<file path="config.mk">
export PLATFORM = sky130hd
export DESIGN_NAME = i2c_master_frame_sequencer
export DESIGN_NICKNAME = d
export VERILOG_FILES = /design/src/rtl/core/i2cfs_pkg.sv /design/src/rtl/core/i2c_master_frame_sequencer.sv /design/src/rtl/core/i2cfs_buffer.sv /design/src/rtl/core/i2cfs_ctrl.sv
export SDC_FILE = /design/constraint.sdc
export NUM_CORES = 1
export LEC_CHECK = 0
export BUFFER_PORTS_ARGS = -buffer_cell sky130_fd_sc_hd__clkbuf_2
export CORE_UTILIZATION = 40
export CTS_CLUSTER_DIAMETER = 30
export DETAILED_ROUTE_END_ITERATION = 8
export PLACE_DENSITY = 0.61
export SLEW_MARGIN = 20
export SYNTH_ARGS = -nofsm -noshare
export SYNTH_HDL_FRONTEND = slang
export SYNTH_HIERARCHICAL = 1
export SYNTH_SLANG_ARGS = --single-unit
</file>
<file path="constraint.sdc">
create_clock -name clk_i -period 5.9 [get_ports clk_i]
set_input_delay 1.18 -clock clk_i [delete_from_list [all_inputs] [get_ports clk_i]]
set_output_delay 1.18 -clock clk_i [all_outputs]
set_load 0.005 [all_outputs]
</file>
<file path="src/rtl/core/i2cfs_pkg.sv">
// Shared types and codes for the I2C master frame sequencer.
// Used by the control, top-level and checker files; no dependencies.
package i2cfs_pkg;

  // Buffer position is wide enough for a full write run plus a full read run.
  localparam int POS_W  = 6;
  localparam int LEN_W  = 5;
  localparam int TICK_W = 16;

  localparam logic [TICK_W-1:0] TIMEOUT_RESET = 16'd1000;

  // Input item kinds, carried on the slave-side tuser.
  localparam logic [1:0] MODE_LOAD  = 2'd0;
  localparam logic [1:0] MODE_START = 2'd1;
  localparam logic [1:0] MODE_EVENT = 2'd2;
  localparam logic [1:0] MODE_TICK  = 2'd3;

  typedef enum logic [2:0] {
    CMD_NONE  = 3'd0,
    CMD_START = 3'd1,
    CMD_SEND  = 3'd2,
    CMD_ACK   = 3'd3,
    CMD_NACK  = 3'd4,
    CMD_STOP  = 3'd5
  } cmd_e;

  localparam logic [3:0] ERR_OK        = 4'd0;
  localparam logic [3:0] ERR_TIMEOUT   = 4'd1;
  localparam logic [3:0] ERR_START     = 4'd2;
  localparam logic [3:0] ERR_ADDR_WR   = 4'd3;
  localparam logic [3:0] ERR_DATA_WR   = 4'd4;
  localparam logic [3:0] ERR_RESTART   = 4'd5;
  localparam logic [3:0] ERR_ADDR_RD   = 4'd6;
  localparam logic [3:0] ERR_READ_ACK  = 4'd7;
  localparam logic [3:0] ERR_READ_NACK = 4'd8;

  typedef struct packed {
    logic [1:0]       mode;
    logic [3:0]       buffer_index;
    logic [7:0]       buffer_byte;
    logic [6:0]       slave_address;
    logic [LEN_W-1:0] write_length;
    logic [LEN_W-1:0] read_length;
    logic [7:0]       status_code;
    logic [7:0]       received_byte;
  } item_t;

  typedef struct packed {
    cmd_e       command;
    logic [7:0] tx_byte;
    logic [7:0] rx_byte;
    logic       rx_valid;
    logic       frame_done;
    logic [3:0] error_code;
  } result_t;

endpackage

</file>
<file path="src/rtl/core/i2c_master_frame_sequencer.sv">
// Top level of the I2C master frame sequencer: stream ports, input and result registers.
// Depends on i2cfs_pkg, i2cfs_ctrl and i2cfs_buffer.
//
// This block drives one combined write-then-read I2C master frame over a byte-level bus
// engine. Each input transaction is a buffer load, a frame start, an engine status event
// or a timer tick, selected by s_axis_tuser; each one yields exactly one result
// transaction carrying the next engine command, any received byte and, on the last
// transaction of a frame (m_axis_tlast), the error code. The block takes one transaction
// per clock cycle while the result register is free or being drained: an item lands in
// the input register, the single decision stage evaluates it against the frame state,
// and the outcome is held in the result register, from which m_axis_tvalid is driven.
// The decision stage reads the buffer through its registered read port, which
// prefetches the entry at the next buffer position. The buffer holds no reset
// contents and needs no clearing pass; an entry reads back only what a load or a
// received byte put there. The timeout limit is written through cfg_we_i and cfg_wdata_i
// while the block is idle; the user is bound to this, the block itself does not enforce it.
module i2c_master_frame_sequencer import i2cfs_pkg::*; #(
  parameter int BUFFER_DEPTH = 16
) (
  input  logic        clk_i,
  input  logic        rst_ni,
  input  logic        cfg_we_i,
  input  logic [15:0] cfg_wdata_i,
  input  logic        s_axis_tvalid,
  output logic        s_axis_tready,
  // buffer_index[3:0], buffer_byte[11:4], slave_address[18:12], write_length[23:19],
  // read_length[28:24], status_code[36:29], received_byte[44:37], zero fill above.
  input  logic [47:0] s_axis_tdata,
  // mode[1:0]
  input  logic [1:0]  s_axis_tuser,
  output logic        m_axis_tvalid,
  input  logic        m_axis_tready,
  // tx_byte[7:0], rx_byte[15:8], error_code[19:16], zero fill above.
  output logic [23:0] m_axis_tdata,
  // command[2:0], rx_valid[3]
  output logic [3:0]  m_axis_tuser,
  // frame_done
  output logic        m_axis_tlast
);

  localparam int AW = (BUFFER_DEPTH > 1) ? $clog2(BUFFER_DEPTH) : 1;

  logic              in_vld_q;
  item_t             in_q;
  logic              out_vld_q;
  result_t           out_q;
  logic [TICK_W-1:0] limit_q;

  logic              advance;
  logic              go;
  result_t           res;
  logic              buf_wr_en;
  logic [AW-1:0]     buf_wr_addr;
  logic [7:0]        buf_wr_data;
  logic [AW-1:0]     buf_rd_addr;
  logic [7:0]        buf_rd_data;

  // The held item is decided whenever the result register is free or being emptied.
  assign advance       = !out_vld_q || m_axis_tready;
  assign go            = in_vld_q && advance;
  assign s_axis_tready = !in_vld_q || advance;

  always_ff @(posedge clk_i or negedge rst_ni) begin
    if (!rst_ni) begin
      limit_q <= TIMEOUT_RESET;
    end else if (cfg_we_i) begin
      limit_q <= cfg_wdata_i;
    end
  end

  always_ff @(posedge clk_i or negedge rst_ni) begin
    if (!rst_ni) begin
      in_vld_q <= 1'b0;
    end else if (s_axis_tvalid && s_axis_tready) begin
      in_vld_q <= 1'b1;
    end else if (go) begin
      in_vld_q <= 1'b0;
    end
  end

  always_ff @(posedge clk_i) begin
    if (s_axis_tvalid && s_axis_tready) begin
      in_q.mode          <= s_axis_tuser;
      in_q.buffer_index  <= s_axis_tdata[3:0];
      in_q.buffer_byte   <= s_axis_tdata[11:4];
      in_q.slave_address <= s_axis_tdata[18:12];
      in_q.write_length  <= s_axis_tdata[23:19];
      in_q.read_length   <= s_axis_tdata[28:24];
      in_q.status_code   <= s_axis_tdata[36:29];
      in_q.received_byte <= s_axis_tdata[44:37];
    end
  end

  i2cfs_ctrl #(
    .BUFFER_DEPTH (BUFFER_DEPTH),
    .AW           (AW)
  ) u_ctrl (
    .clk_i           (clk_i),
    .rst_ni          (rst_ni),
    .go_i            (go),
    .item_i          (in_q),
    .timeout_limit_i (limit_q),
    .buf_rd_data_i   (buf_rd_data),
    .buf_wr_en_o     (buf_wr_en),
    .buf_wr_addr_o   (buf_wr_addr),
    .buf_wr_data_o   (buf_wr_data),
    .buf_rd_addr_o   (buf_rd_addr),
    .result_o        (res)
  );

  i2cfs_buffer #(
    .BUFFER_DEPTH (BUFFER_DEPTH),
    .AW           (AW)
  ) u_buffer (
    .clk_i     (clk_i),
    .wr_en_i   (buf_wr_en),
    .wr_addr_i (buf_wr_addr),
    .wr_data_i (buf_wr_data),
    .rd_addr_i (buf_rd_addr),
    .rd_data_o (buf_rd_data)
  );

  always_ff @(posedge clk_i or negedge rst_ni) begin
    if (!rst_ni) begin
      out_vld_q <= 1'b0;
    end else if (go) begin
      out_vld_q <= 1'b1;
    end else if (m_axis_tready) begin
      out_vld_q <= 1'b0;
    end
  end

  always_ff @(posedge clk_i) begin
    if (go) begin
      out_q <= res;
    end
  end

  assign m_axis_tvalid = out_vld_q;
  assign m_axis_tdata  = {4'b0000, out_q.error_code, out_q.rx_byte, out_q.tx_byte};
  assign m_axis_tuser  = {out_q.rx_valid, out_q.command};
  assign m_axis_tlast  = out_q.frame_done;

endmodule

</file>
<file path="src/rtl/core/i2cfs_buffer.sv">
// Frame data buffer: one write port and one registered read port.
// The read address is the next buffer position, so data is prefetched before it is needed.
// Depends on nothing but its parameters.
module i2cfs_buffer #(
  parameter int BUFFER_DEPTH = 16,
  parameter int AW           = 4
) (
  input  logic          clk_i,
  input  logic          wr_en_i,
  input  logic [AW-1:0] wr_addr_i,
  input  logic [7:0]    wr_data_i,
  input  logic [AW-1:0] rd_addr_i,
  output logic [7:0]    rd_data_o
);

  logic [7:0] mem [BUFFER_DEPTH];
  logic [7:0] rd_q;

  always_ff @(posedge clk_i) begin
    if (wr_en_i) begin
      mem[wr_addr_i] <= wr_data_i;
    end
  end

  // A write to the address being fetched is forwarded so the prefetch is never stale.
  always_ff @(posedge clk_i) begin
    if (wr_en_i && (wr_addr_i == rd_addr_i)) begin
      rd_q <= wr_data_i;
    end else begin
      rd_q <= mem[rd_addr_i];
    end
  end

  assign rd_data_o = rd_q;

endmodule

</file>
<file path="src/rtl/core/i2cfs_ctrl.sv">
// Frame phase control: checks engine status, picks the next engine command.
// Depends on i2cfs_pkg; drives the write and prefetch ports of i2cfs_buffer.
module i2cfs_ctrl import i2cfs_pkg::*; #(
  parameter int BUFFER_DEPTH = 16,
  parameter int AW           = 4
) (
  input  logic              clk_i,
  input  logic              rst_ni,
  input  logic              go_i,
  input  item_t             item_i,
  input  logic [TICK_W-1:0] timeout_limit_i,
  input  logic [7:0]        buf_rd_data_i,
  output logic              buf_wr_en_o,
  output logic [AW-1:0]     buf_wr_addr_o,
  output logic [7:0]        buf_wr_data_o,
  output logic [AW-1:0]     buf_rd_addr_o,
  output result_t           result_o
);

  localparam logic [2:0] PH_IDLE    = 3'd0;
  localparam logic [2:0] PH_START   = 3'd1;
  localparam logic [2:0] PH_ADDR_W  = 3'd2;
  localparam logic [2:0] PH_DATA_W  = 3'd3;
  localparam logic [2:0] PH_RESTART = 3'd4;
  localparam logic [2:0] PH_ADDR_R  = 3'd5;
  localparam logic [2:0] PH_READ    = 3'd6;

  localparam logic [7:0] ST_START     = 8'h08;
  localparam logic [7:0] ST_RESTART   = 8'h10;
  localparam logic [7:0] ST_ADDR_W_OK = 8'h18;
  localparam logic [7:0] ST_DATA_W_OK = 8'h28;
  localparam logic [7:0] ST_ADDR_R_OK = 8'h40;
  localparam logic [7:0] ST_DATA_ACK  = 8'h50;
  localparam logic [7:0] ST_DATA_NACK = 8'h58;

  localparam logic [8:0] DEPTH_W = 9'(BUFFER_DEPTH);

  logic [2:0]        phase_q, phase_d;
  logic [POS_W-1:0]  pos_q, pos_d;
  logic [LEN_W-1:0]  wl_q, wl_d;
  logic [LEN_W-1:0]  rl_q, rl_d;
  logic [6:0]        addr_q, addr_d;
  logic [TICK_W-1:0] ticks_q, ticks_d;

  logic              pos_in_range;
  logic [POS_W-1:0]  wr_pos;
  logic [LEN_W-1:0]  rl_dec;
  logic [TICK_W-1:0] ticks_inc;
  logic [7:0]        read_status;
  logic [3:0]        read_err;
  result_t           res;

  assign pos_in_range = ({3'b000, pos_q} < DEPTH_W);
  assign rl_dec       = (rl_q != '0) ? rl_q - LEN_W'(1) : rl_q;
  assign ticks_inc    = (ticks_q != '1) ? ticks_q + TICK_W'(1) : ticks_q;
  assign read_status  = (rl_q > LEN_W'(1)) ? ST_DATA_ACK : ST_DATA_NACK;
  assign read_err     = (rl_q > LEN_W'(1)) ? ERR_READ_ACK : ERR_READ_NACK;

  always_comb begin
    phase_d       = phase_q;
    pos_d         = pos_q;
    wl_d          = wl_q;
    rl_d          = rl_q;
    addr_d        = addr_q;
    ticks_d       = ticks_q;
    res           = '0;
    res.command   = CMD_NONE;
    buf_wr_en_o   = 1'b0;
    buf_wr_data_o = item_i.buffer_byte;
    wr_pos        = {2'b00, item_i.buffer_index};

    if (go_i) begin
      case (item_i.mode)
        MODE_LOAD: begin
          buf_wr_en_o = ({5'b00000, item_i.buffer_index} < DEPTH_W);
        end
        MODE_START: begin
          if (phase_q == PH_IDLE) begin
            addr_d      = item_i.slave_address;
            wl_d        = item_i.write_length;
            rl_d        = item_i.read_length;
            pos_d       = '0;
            phase_d     = PH_START;
            res.command = CMD_START;
          end
        end
        MODE_EVENT: begin
          case (phase_q)
            PH_START: begin
              if (item_i.status_code != ST_START && item_i.status_code != ST_RESTART) begin
                phase_d        = PH_IDLE;
                res.command    = CMD_STOP;
                res.frame_done = 1'b1;
                res.error_code = ERR_START;
              end else if (wl_q != '0) begin
                phase_d     = PH_ADDR_W;
                res.command = CMD_SEND;
                res.tx_byte = {addr_q, 1'b0};
              end else if (rl_q != '0) begin
                phase_d     = PH_ADDR_R;
                res.command = CMD_SEND;
                res.tx_byte = {addr_q, 1'b1};
              end else begin
                phase_d        = PH_IDLE;
                res.command    = CMD_STOP;
                res.frame_done = 1'b1;
              end
            end
            PH_ADDR_W: begin
              if (item_i.status_code != ST_ADDR_W_OK) begin
                phase_d        = PH_IDLE;
                res.command    = CMD_STOP;
                res.frame_done = 1'b1;
                res.error_code = ERR_ADDR_WR;
              end else begin
                phase_d     = PH_DATA_W;
                pos_d       = pos_q + POS_W'(1);
                wl_d        = wl_q - LEN_W'(1);
                res.command = CMD_SEND;
                res.tx_byte = pos_in_range ? buf_rd_data_i : 8'h00;
              end
            end
            PH_DATA_W: begin
              if (item_i.status_code != ST_DATA_W_OK) begin
                phase_d        = PH_IDLE;
                res.command    = CMD_STOP;
                res.frame_done = 1'b1;
                res.error_code = ERR_DATA_WR;
              end else if (wl_q != '0) begin
                pos_d       = pos_q + POS_W'(1);
                wl_d        = wl_q - LEN_W'(1);
                res.command = CMD_SEND;
                res.tx_byte = pos_in_range ? buf_rd_data_i : 8'h00;
              end else if (rl_q != '0) begin
                phase_d     = PH_RESTART;
                res.command = CMD_START;
              end else begin
                phase_d        = PH_IDLE;
                res.command    = CMD_STOP;
                res.frame_done = 1'b1;
              end
            end
            PH_RESTART: begin
              if (item_i.status_code != ST_RESTART) begin
                phase_d        = PH_IDLE;
                res.command    = CMD_STOP;
                res.frame_done = 1'b1;
                res.error_code = ERR_RESTART;
              end else begin
                phase_d     = PH_ADDR_R;
                res.command = CMD_SEND;
                res.tx_byte = {addr_q, 1'b1};
              end
            end
            PH_ADDR_R: begin
              if (item_i.status_code != ST_ADDR_R_OK) begin
                phase_d        = PH_IDLE;
                res.command    = CMD_STOP;
                res.frame_done = 1'b1;
                res.error_code = ERR_ADDR_RD;
              end else begin
                phase_d     = PH_READ;
                res.command = (rl_q > LEN_W'(1)) ? CMD_ACK : CMD_NACK;
              end
            end
            PH_READ: begin
              if (item_i.status_code != read_status) begin
                phase_d        = PH_IDLE;
                res.command    = CMD_STOP;
                res.frame_done = 1'b1;
                res.error_code = read_err;
              end else begin
                // Store the byte behind the written ones, if it still fits.
                buf_wr_en_o   = pos_in_range;
                buf_wr_data_o = item_i.received_byte;
                wr_pos        = pos_q;
                pos_d         = pos_q + POS_W'(1);
                rl_d          = rl_dec;
                res.rx_byte   = item_i.received_byte;
                res.rx_valid  = 1'b1;
                if (rl_dec == '0) begin
                  phase_d        = PH_IDLE;
                  res.command    = CMD_STOP;
                  res.frame_done = 1'b1;
                end else begin
                  res.command = (rl_dec > LEN_W'(1)) ? CMD_ACK : CMD_NACK;
                end
              end
            end
            default: begin
              res.command = CMD_NONE;
            end
          endcase
        end
        MODE_TICK: begin
          if (phase_q != PH_IDLE) begin
            ticks_d = ticks_inc;
            if (ticks_inc >= timeout_limit_i) begin
              phase_d        = PH_IDLE;
              res.command    = CMD_STOP;
              res.frame_done = 1'b1;
              res.error_code = ERR_TIMEOUT;
            end
          end
        end
        default: begin
          res.command = CMD_NONE;
        end
      endcase

      // Any issued command restarts the wait for the next engine event.
      if (res.command != CMD_NONE) begin
        ticks_d = '0;
      end
    end
  end

  assign buf_wr_addr_o = AW'(wr_pos);
  assign buf_rd_addr_o = AW'(pos_d);
  assign result_o      = res;

  always_ff @(posedge clk_i or negedge rst_ni) begin
    if (!rst_ni) begin
      phase_q <= PH_IDLE;
      pos_q   <= '0;
      wl_q    <= '0;
      rl_q    <= '0;
      addr_q  <= '0;
      ticks_q <= '0;
    end else begin
      phase_q <= phase_d;
      pos_q   <= pos_d;
      wl_q    <= wl_d;
      rl_q    <= rl_d;
      addr_q  <= addr_d;
      ticks_q <= ticks_d;
    end
  end

endmodule

</file>
==> results of run 1 <==
## worst max-delay path by stage
| stage | endpoint | slack (ns) | depth (start not counted) |
|---|---|---|---|
| floorplan | u_buffer/mem[0][0] | 1.21 | 9 |
| global placement | u_ctrl/ticks_q[3] | 1.47 | 15 |
| detailed placement | u_ctrl/ticks_q[3] | 1.42 | 15 |
| CTS | u_ctrl/ticks_q[3] | 1.39 | 15 |
| global route | u_ctrl/ticks_q[3] | 1.04 | 17 |
| finish | u_ctrl/ticks_q[3] | 1.37 | 15 |
## final cells by class
cell class / instances / area (um2) / share of cell area (%)
flip-flops and latches: 264 / 7600 / 50.79
clock inverters: 46 / 579.3 / 3.872
well taps: 390 / 488.0 / 3.261
inverters: 36 / 135.1 / 0.9032
clock buffers: 64 / 1504 / 10.05
repair buffers: 105 / 553.0 / 3.696
multi-input cells: 513 / 4103 / 27.42
## logic make-up after synthesis
| kind of cell | share of synthesized area, % |
|---|---|
| fa+ha+maj | 2.803 |
| other cells | 0.03111 |
| compound gates | 9.186 |
| buf+inv | 3.072 |
| mux | 10.68 |
| simple gates | 10.20 |
| xor+xnor | 1.017 |
| flops | 63.01 |
## state kept, by name (all words and copies together) (netlist names), named ones only
name	flops
u_ctrl/pos_q	6
m_axis_tuser	4
u_buffer/mem	128
u_ctrl/wl_q	5
u_ctrl/rl_q	5
u_ctrl/addr_q	7
in_q	47
m_axis_tvalid	1
u_ctrl/phase_q	3
in_vld_q	1
m_axis_tlast	1
limit_q	16
m_axis_tdata	20
u_ctrl/ticks_q	16
## worst max-delay path: stages, from the launching register on
cell	delay (ns)
dfrtp_1	0.42
and3_1	0.27
nand4_1	0.28
or4_1	0.76
nand4_2	0.26
nor3_1	0.10
xor2_1	0.16
ha_1	0.34
nand4_1	0.13
a31o_2	0.29
o21bai_1	0.20
a211oi_1	0.10
o211ai_1	0.48
buf_4	0.29
o221ai_1	0.13
a21o_1	0.22
## power groups by stage
| stage | sequential [W] | clock (W) | combinational (W) |
|---|---|---|---|
| detailed placement | 0.00227 | 0 | 0.000540 |
| finish | 0.00224 | 0.00332 | 0.000543 |
| global placement | 0.00227 | 0 | 0.000528 |
| floorplan | 0.00224 | 0 | 0.000404 |
| global route | 0.00226 | 0.00346 | 0.000612 |
| CTS | 0.00224 | 0.00337 | 0.000544 |
## per-layer routing
metal / global-route usage [%] / part of all wire [%] / up-vias / wire, um
met5: 0 / 0 / - / 0
met4: 5.543 / 1.5 / 0 / 398
met3: 4.026 / 6.5 / 37 / 1718
met2: 26.56 / 45 / 263 / 11810
met1: 24.51 / 47 / 3642 / 12400
li1: - / - / 3552 / -
## Yosys cell counts, drive strengths merged, types with 10 or more instances
master | instances | share of area (%)
edfxtp | 200 | 50
a22oi | 25 | 1.6
nor2 | 57 | 1.8
nand2 | 48 | 1.5
clkbuf | 10 | 0.31
nand2b | 18 | 0.93
ha | 27 | 2.8
o21ai | 35 | 1.5
dfrtp | 54 | 11
nand3 | 18 | 0.75
nor3 | 24 | 1.1
buf | 20 | 1.4
mux4 | 32 | 6.4
and2 | 14 | 0.73
inv | 35 | 1.1
mux2 | 37 | 3.8
a21o | 10 | 0.62
a21oi | 24 | 1.0
## through the flow
stage          hold slack [ns]  area, um2  worst slack (ns)
2_1_floorplan           0.4490      12070             1.215
3_3_place_gp            0.4600      12880             1.474
3_5_place_dp            0.4652      12880             1.419
4_1_cts                 0.4823      14960             1.394
5_1_grt                 0.5043      14960             1.042
6_report                0.4787      14960             1.369
==> results.md, run 1 <==
- Outcome: completed
- DIE WIDTH: 175.6 um
- Starting Density: 40.67%
- Internal power: 0.004582 W
- Final setup viols: 0
- Slew HR: 38.85%
- Syn Inst Count: 843
- Rows: 63
- Total number of clock tree sinks: 264
- Crit Reg-Reg Endpoint: u_ctrl/ticks_q[3]
- Die ar.: 0.03083 mm2
- Final Cycle Share: 76.79%
- Cts hold-fix bufs: 0
- Final design utilization: 50.48%
- Switch share: 24.87%
- Total setup buffers inserted after CTS: 0
- Seq/Total Area, Yosys: 63.01%
- Final-stage net count: 1076
- Logic gate share of total power: 8.9%
- Yosys Warn Count: 6
- Initial antenna violation count: 0
- Latest clock arrival within the worst-skew pair: 0.59 ns
- CORE AREA: 0.02964 mm2
- H-tree Lvls: 2
- First-pass GRT wire length: 41.31 mm
- Final std cells w/o fill: 1418
- CP Launch Type: flop
- Critical Path RT: 6.35 ns
- Post-synthesis register bit count: 264
- N_diodes: 0
- Synth Cell Area: 0.01205 mm2
- Ys flop type: edfxtp_1
- Hold Crit Depth: 1
- Ys async rst share: 22.73%
- Placer Congestion: 0.8745
- Clock power frac: 54.4%
- Total gr overflow: 0
- Sequential Power Share: 36.7%
- TNS Setup: 0 ns
- Area delta synth->final: 24.12%
- Fmax: 0.2207 GHz
- Layout cells sized above 1: 28.31%
- Largest net degree at the start of global routing: 61
- Final WL: 26.32 mm
- Die Ht: 175.6 um
- Max-Cap Viols: 0
- Power per cell area: 407.6 mW/mm2
- Vias per std cell: 5.285
- Unrepaired setup endpoints after global routing: false
- Detailed-route wire length per cell: 18.56 um
- Pre-antenna DRT Iters: 5
- Post-synth EDFFs: 200
- R2r worst-path depth: 15
- Hold Path Origin: in_q[28]
- Final Hold Vio Count: 0
- Sw power: 0.001516 W
- Vias post-DR: 7494
- Distinct cell type count after synthesis: 82
- Dpl cells: 1308
- Worst-path clk slew: 0.04 ns
- Crit path kind: reg -> reg
- Total CTS buffers: 58
- Peak supply drop: 0.0002594 V
- Slew @ Worst Pin: 0.9139 ns
- Most common cell after layout, fill and taps aside: edfxtp_1
- Crit path capture type: flop
- Clock tree root buffer cell: clkbuf_16
- Clock buffer depth: 3
- Total chip power: 0.006098 W
- R2R Path Start: u_ctrl/ticks_q[3]
- P_leak: 5.746 nW
- IO Pins: 102
- PortBufs: 94
- Overall routing resource usage: 17.38%
- Avg Cell Area, Syn: 14.30 um2
- Final Skew: 0.02717 ns
- Arrival @ worst endpoint: 4.98 ns
- Fillers: 2531
- Hold Crit Class: reg -> reg
- DRC viols: 0
- Most frequent cells in the layout: edfxtp_1 (200), clkbuf_2 (93), clkbuf_16 (58)
- Hold Crit Endpoint: u_ctrl/addr_q[2]
- Vias in the first global route: 7519
- Initial drt markers: 624
- # resized after CTS: 0
- Final min period: 4.531 ns
- Crit path from: u_ctrl/ticks_q[3]
- CTS tree: done
- Post-route ant nets: 0
- CP Max Fanout: 12
- Pins Over Slew Limit: 0
- Dpl hpwl: 17.19 mm
- R2R setup slack: 1.37 ns
Power figures use the tool's default switching activity.
==> inputs of run 2 (changes only) <==
Clock period 5.9 ns to 4.2 ns, I/O delays scaled along.
==> run 2 against run 1 <==
  * Utilization increased by 0.34 points
  * Global-route usage down 0.12 points
  * Sequential cell count stayed put
  * Clock power grew 36%
  * Critical path depth up 2
  * Worst hold slack worse by 0.17 ns
  * Register-to-register slack lost 1.1 ns
  * Critical path type unchanged
  * Largest cell class unchanged
==> results.md, run 2 (synthesis results as in run 1) <==
- Outcome: completed
- CP Launch Type: flop
- Sw power: 0.002071 W (+37%)
- # resized after CTS: 0 (unchanged)
- Die Ht: 175.6 um (unchanged)
- Die ar.: 0.03083 mm2 (unchanged)
- Critical Path RT: 4.64 ns (-1.71 ns)
- R2R Path Start: u_ctrl/ticks_q[5]
- Final Cycle Share: 94.08% (+17 points)
- Latest clock arrival within the worst-skew pair: 0.59 ns (about the same)
- PortBufs: 94 (unchanged)
- Rows: 63 (unchanged)
- N_diodes: 0 (unchanged)
- Pins Over Slew Limit: 0 (unchanged)
- Logic gate share of total power: 9.0% (about the same)
- Internal power: 0.006343 W (+38%)
- GR met2 Demand/Resource: 26.45% (-0.12 points)
- Power per cell area: 558.6 mW/mm2 (+37%)
- Critical path's slowest cell: dfrtp_1
- Critical path cell sequence: and3_1, nand4_1, buf_4, nor4_2, buf_4, nor2_1, and3_1, xor2_2, ha_1, o21a_1, o211ai_1, a31o_2, o21ai_0, o211ai_1, a31oi_1, o21ai_0, a21o_1
- Total CTS buffers: 56 (-3.4%)
- Vias per std cell: 5.286 (about the same)
- Clock tree root buffer cell: clkbuf_16
- Post-route ant nets: 0 (unchanged)
- DIE WIDTH: 175.6 um (unchanged)
- Clock buffer depth: 3 (unchanged)
- Largest net degree at the start of global routing: 48 (-21%)
- Starting Density: 40.67% (unchanged)
- Placer Congestion: 0.8914 (+1.9%)
- Grt peak-use layer: met2
- R2r worst-path depth: 17 (+2)
- Fmax: 0.2531 GHz (+15%)
- Largest register FFs: 128 (unchanged)
- Most common cell after layout, fill and taps aside: edfxtp_1
- Crit path max-delay family: compound AO/OA/AOI/OAI gates
- Worst-path clk slew: 0.05 ns (about the same)
- Layout cells sized above 1: 30.21% (+1.9 points)
- Initial drt markers: 512 (-18%)
- Switch share: 24.61% (-0.25 points)
- Slew @ Worst Pin: 0.9052 ns (-0.008684 ns)
- Crit path capture type: flop
- Vias post-DR: 7591 (+1.3%)
- Sequential Power Share: 37.4% (+0.7 points)
- Final Hold Vio Count: 0 (unchanged)
- TNS Setup: 0 ns (unchanged)
- Arrival @ worst endpoint: 4.39 ns (-0.59 ns)
- Critical path buffer and inverter count: 2 (+1)
- CP peak stage delay: 0.41 ns (-0.35 ns)
- Dpl hpwl: 17.37 mm (+1.1%)
- Peak supply drop: 0.0004108 V (+58%)
- DRC viols: 0 (unchanged)
- Detailed-route wire length per cell: 18.15 um (-2.2%)
- Total gr overflow: 0 (unchanged)
- R2R setup slack: 0.25 ns (-1.12 ns)
- Met3 Track Usage GR: 3.983% (-0.043 points)
- Max-Cap Viols: 0 (unchanged)
- Crit path from: u_ctrl/ticks_q[5]
- Hold Crit Class: in -> async
- Final min period: 3.951 ns (-0.5794 ns)
- Most frequent cells in the layout: edfxtp_1 (200), clkbuf_2 (93), nor2_1 (57)
- Final-stage net count: 1096 (+1.9%)
- Slew HR: 39.43% (+0.58 points)
- Clock power frac: 53.6% (-0.8 points)
- Overall routing resource usage: 17.26% (-0.12 points)
- Pre-antenna DRT Iters: 4 (-1)
- Final WL: 26.07 mm (-0.96%)
- Final Skew: 0.04671 ns (+0.01953 ns)
- CTS tree: done
- Crit path kind: reg -> reg
- Total number of clock tree sinks: 264 (unchanged)
- Final design utilization: 50.82% (+0.34 points)
- CP Max Fanout: 4 (-8)
- Crit Reg-Reg Endpoint: u_ctrl/ticks_q[0]
- Unrepaired setup endpoints after global routing: false
- Final setup viols: 0 (unchanged)
- IO Pins: 102 (unchanged)
- Total setup buffers inserted after CTS: 0 (unchanged)
- Vias in the first global route: 7575 (+0.74%)
- CORE AREA: 0.02964 mm2 (unchanged)
- H-tree Lvls: 2 (unchanged)
- Met1 usage: 23.99% (-0.52 points)
- Cts hold-fix bufs: 0 (unchanged)
- Largest reg by FF count: u_buffer/mem
- Initial antenna violation count: 0 (unchanged)
- Area delta synth->final: 24.96%
- P_leak: 5.793 nW (+0.83%)
- First-pass GRT wire length: 41.17 mm (-0.33%)
==> run 2: per-layer routing <==
layer	routed length (um)	vias up
li1	-	3579
met2	11880	242
met3	1647	44
met4	533	0
met1	12010	3726
met5	0	-
==> run 2: stage by stage <==
step	cell area, um2	setup WS (ns)	std cells	hold slack, ns	power (W)
after CTS	15040	0.2113	1436	0.3124	0.008496
after global placement	13040	0.3354	1330	0.4639	0.003928
final	15060	0.2488	1436	0.3075	0.008414
after detailed placement	13040	0.2880	1330	0.4735	0.003947
after floorplan	12070	0.1484	846	0.4489	0.003709
after global routing	15060	0.03210	1436	0.3652	0.008741
==> run 2: worst max path at each step <==
stage | endpoint | slack, ns | cells after the start
global route | u_ctrl/ticks_q[6] | 0.03 | 17
detailed placement | u_ctrl/ticks_q[10] | 0.29 | 18
global placement | u_ctrl/ticks_q[0] | 0.34 | 14
finish | u_ctrl/ticks_q[0] | 0.25 | 17
floorplan | u_buffer/mem[0][0] | 0.15 | 9
CTS | u_ctrl/ticks_q[10] | 0.21 | 18
==> run 2: final cells by class <==
class                      instances  area, um2
tap                              390      488.0
multi-input combinational        513       4123
sequential                       264       7599
fill                            2542      14580
clock inverter                    43      543.0
inverter                          36      135.1
clock buffer                      63       1458
timing repair buffer             127      718.2
==> run 2: power by group through the flow <==
stage                     logic [W]  registers [W]  clock network (W)
after floorplan            0.000568        0.00314                  0
after global placement     0.000742        0.00319                  0
after detailed placement   0.000756        0.00319                  0
after CTS                  0.000761        0.00315            0.00459
after global routing       0.000851        0.00317            0.00472
final                      0.000756        0.00315            0.00451
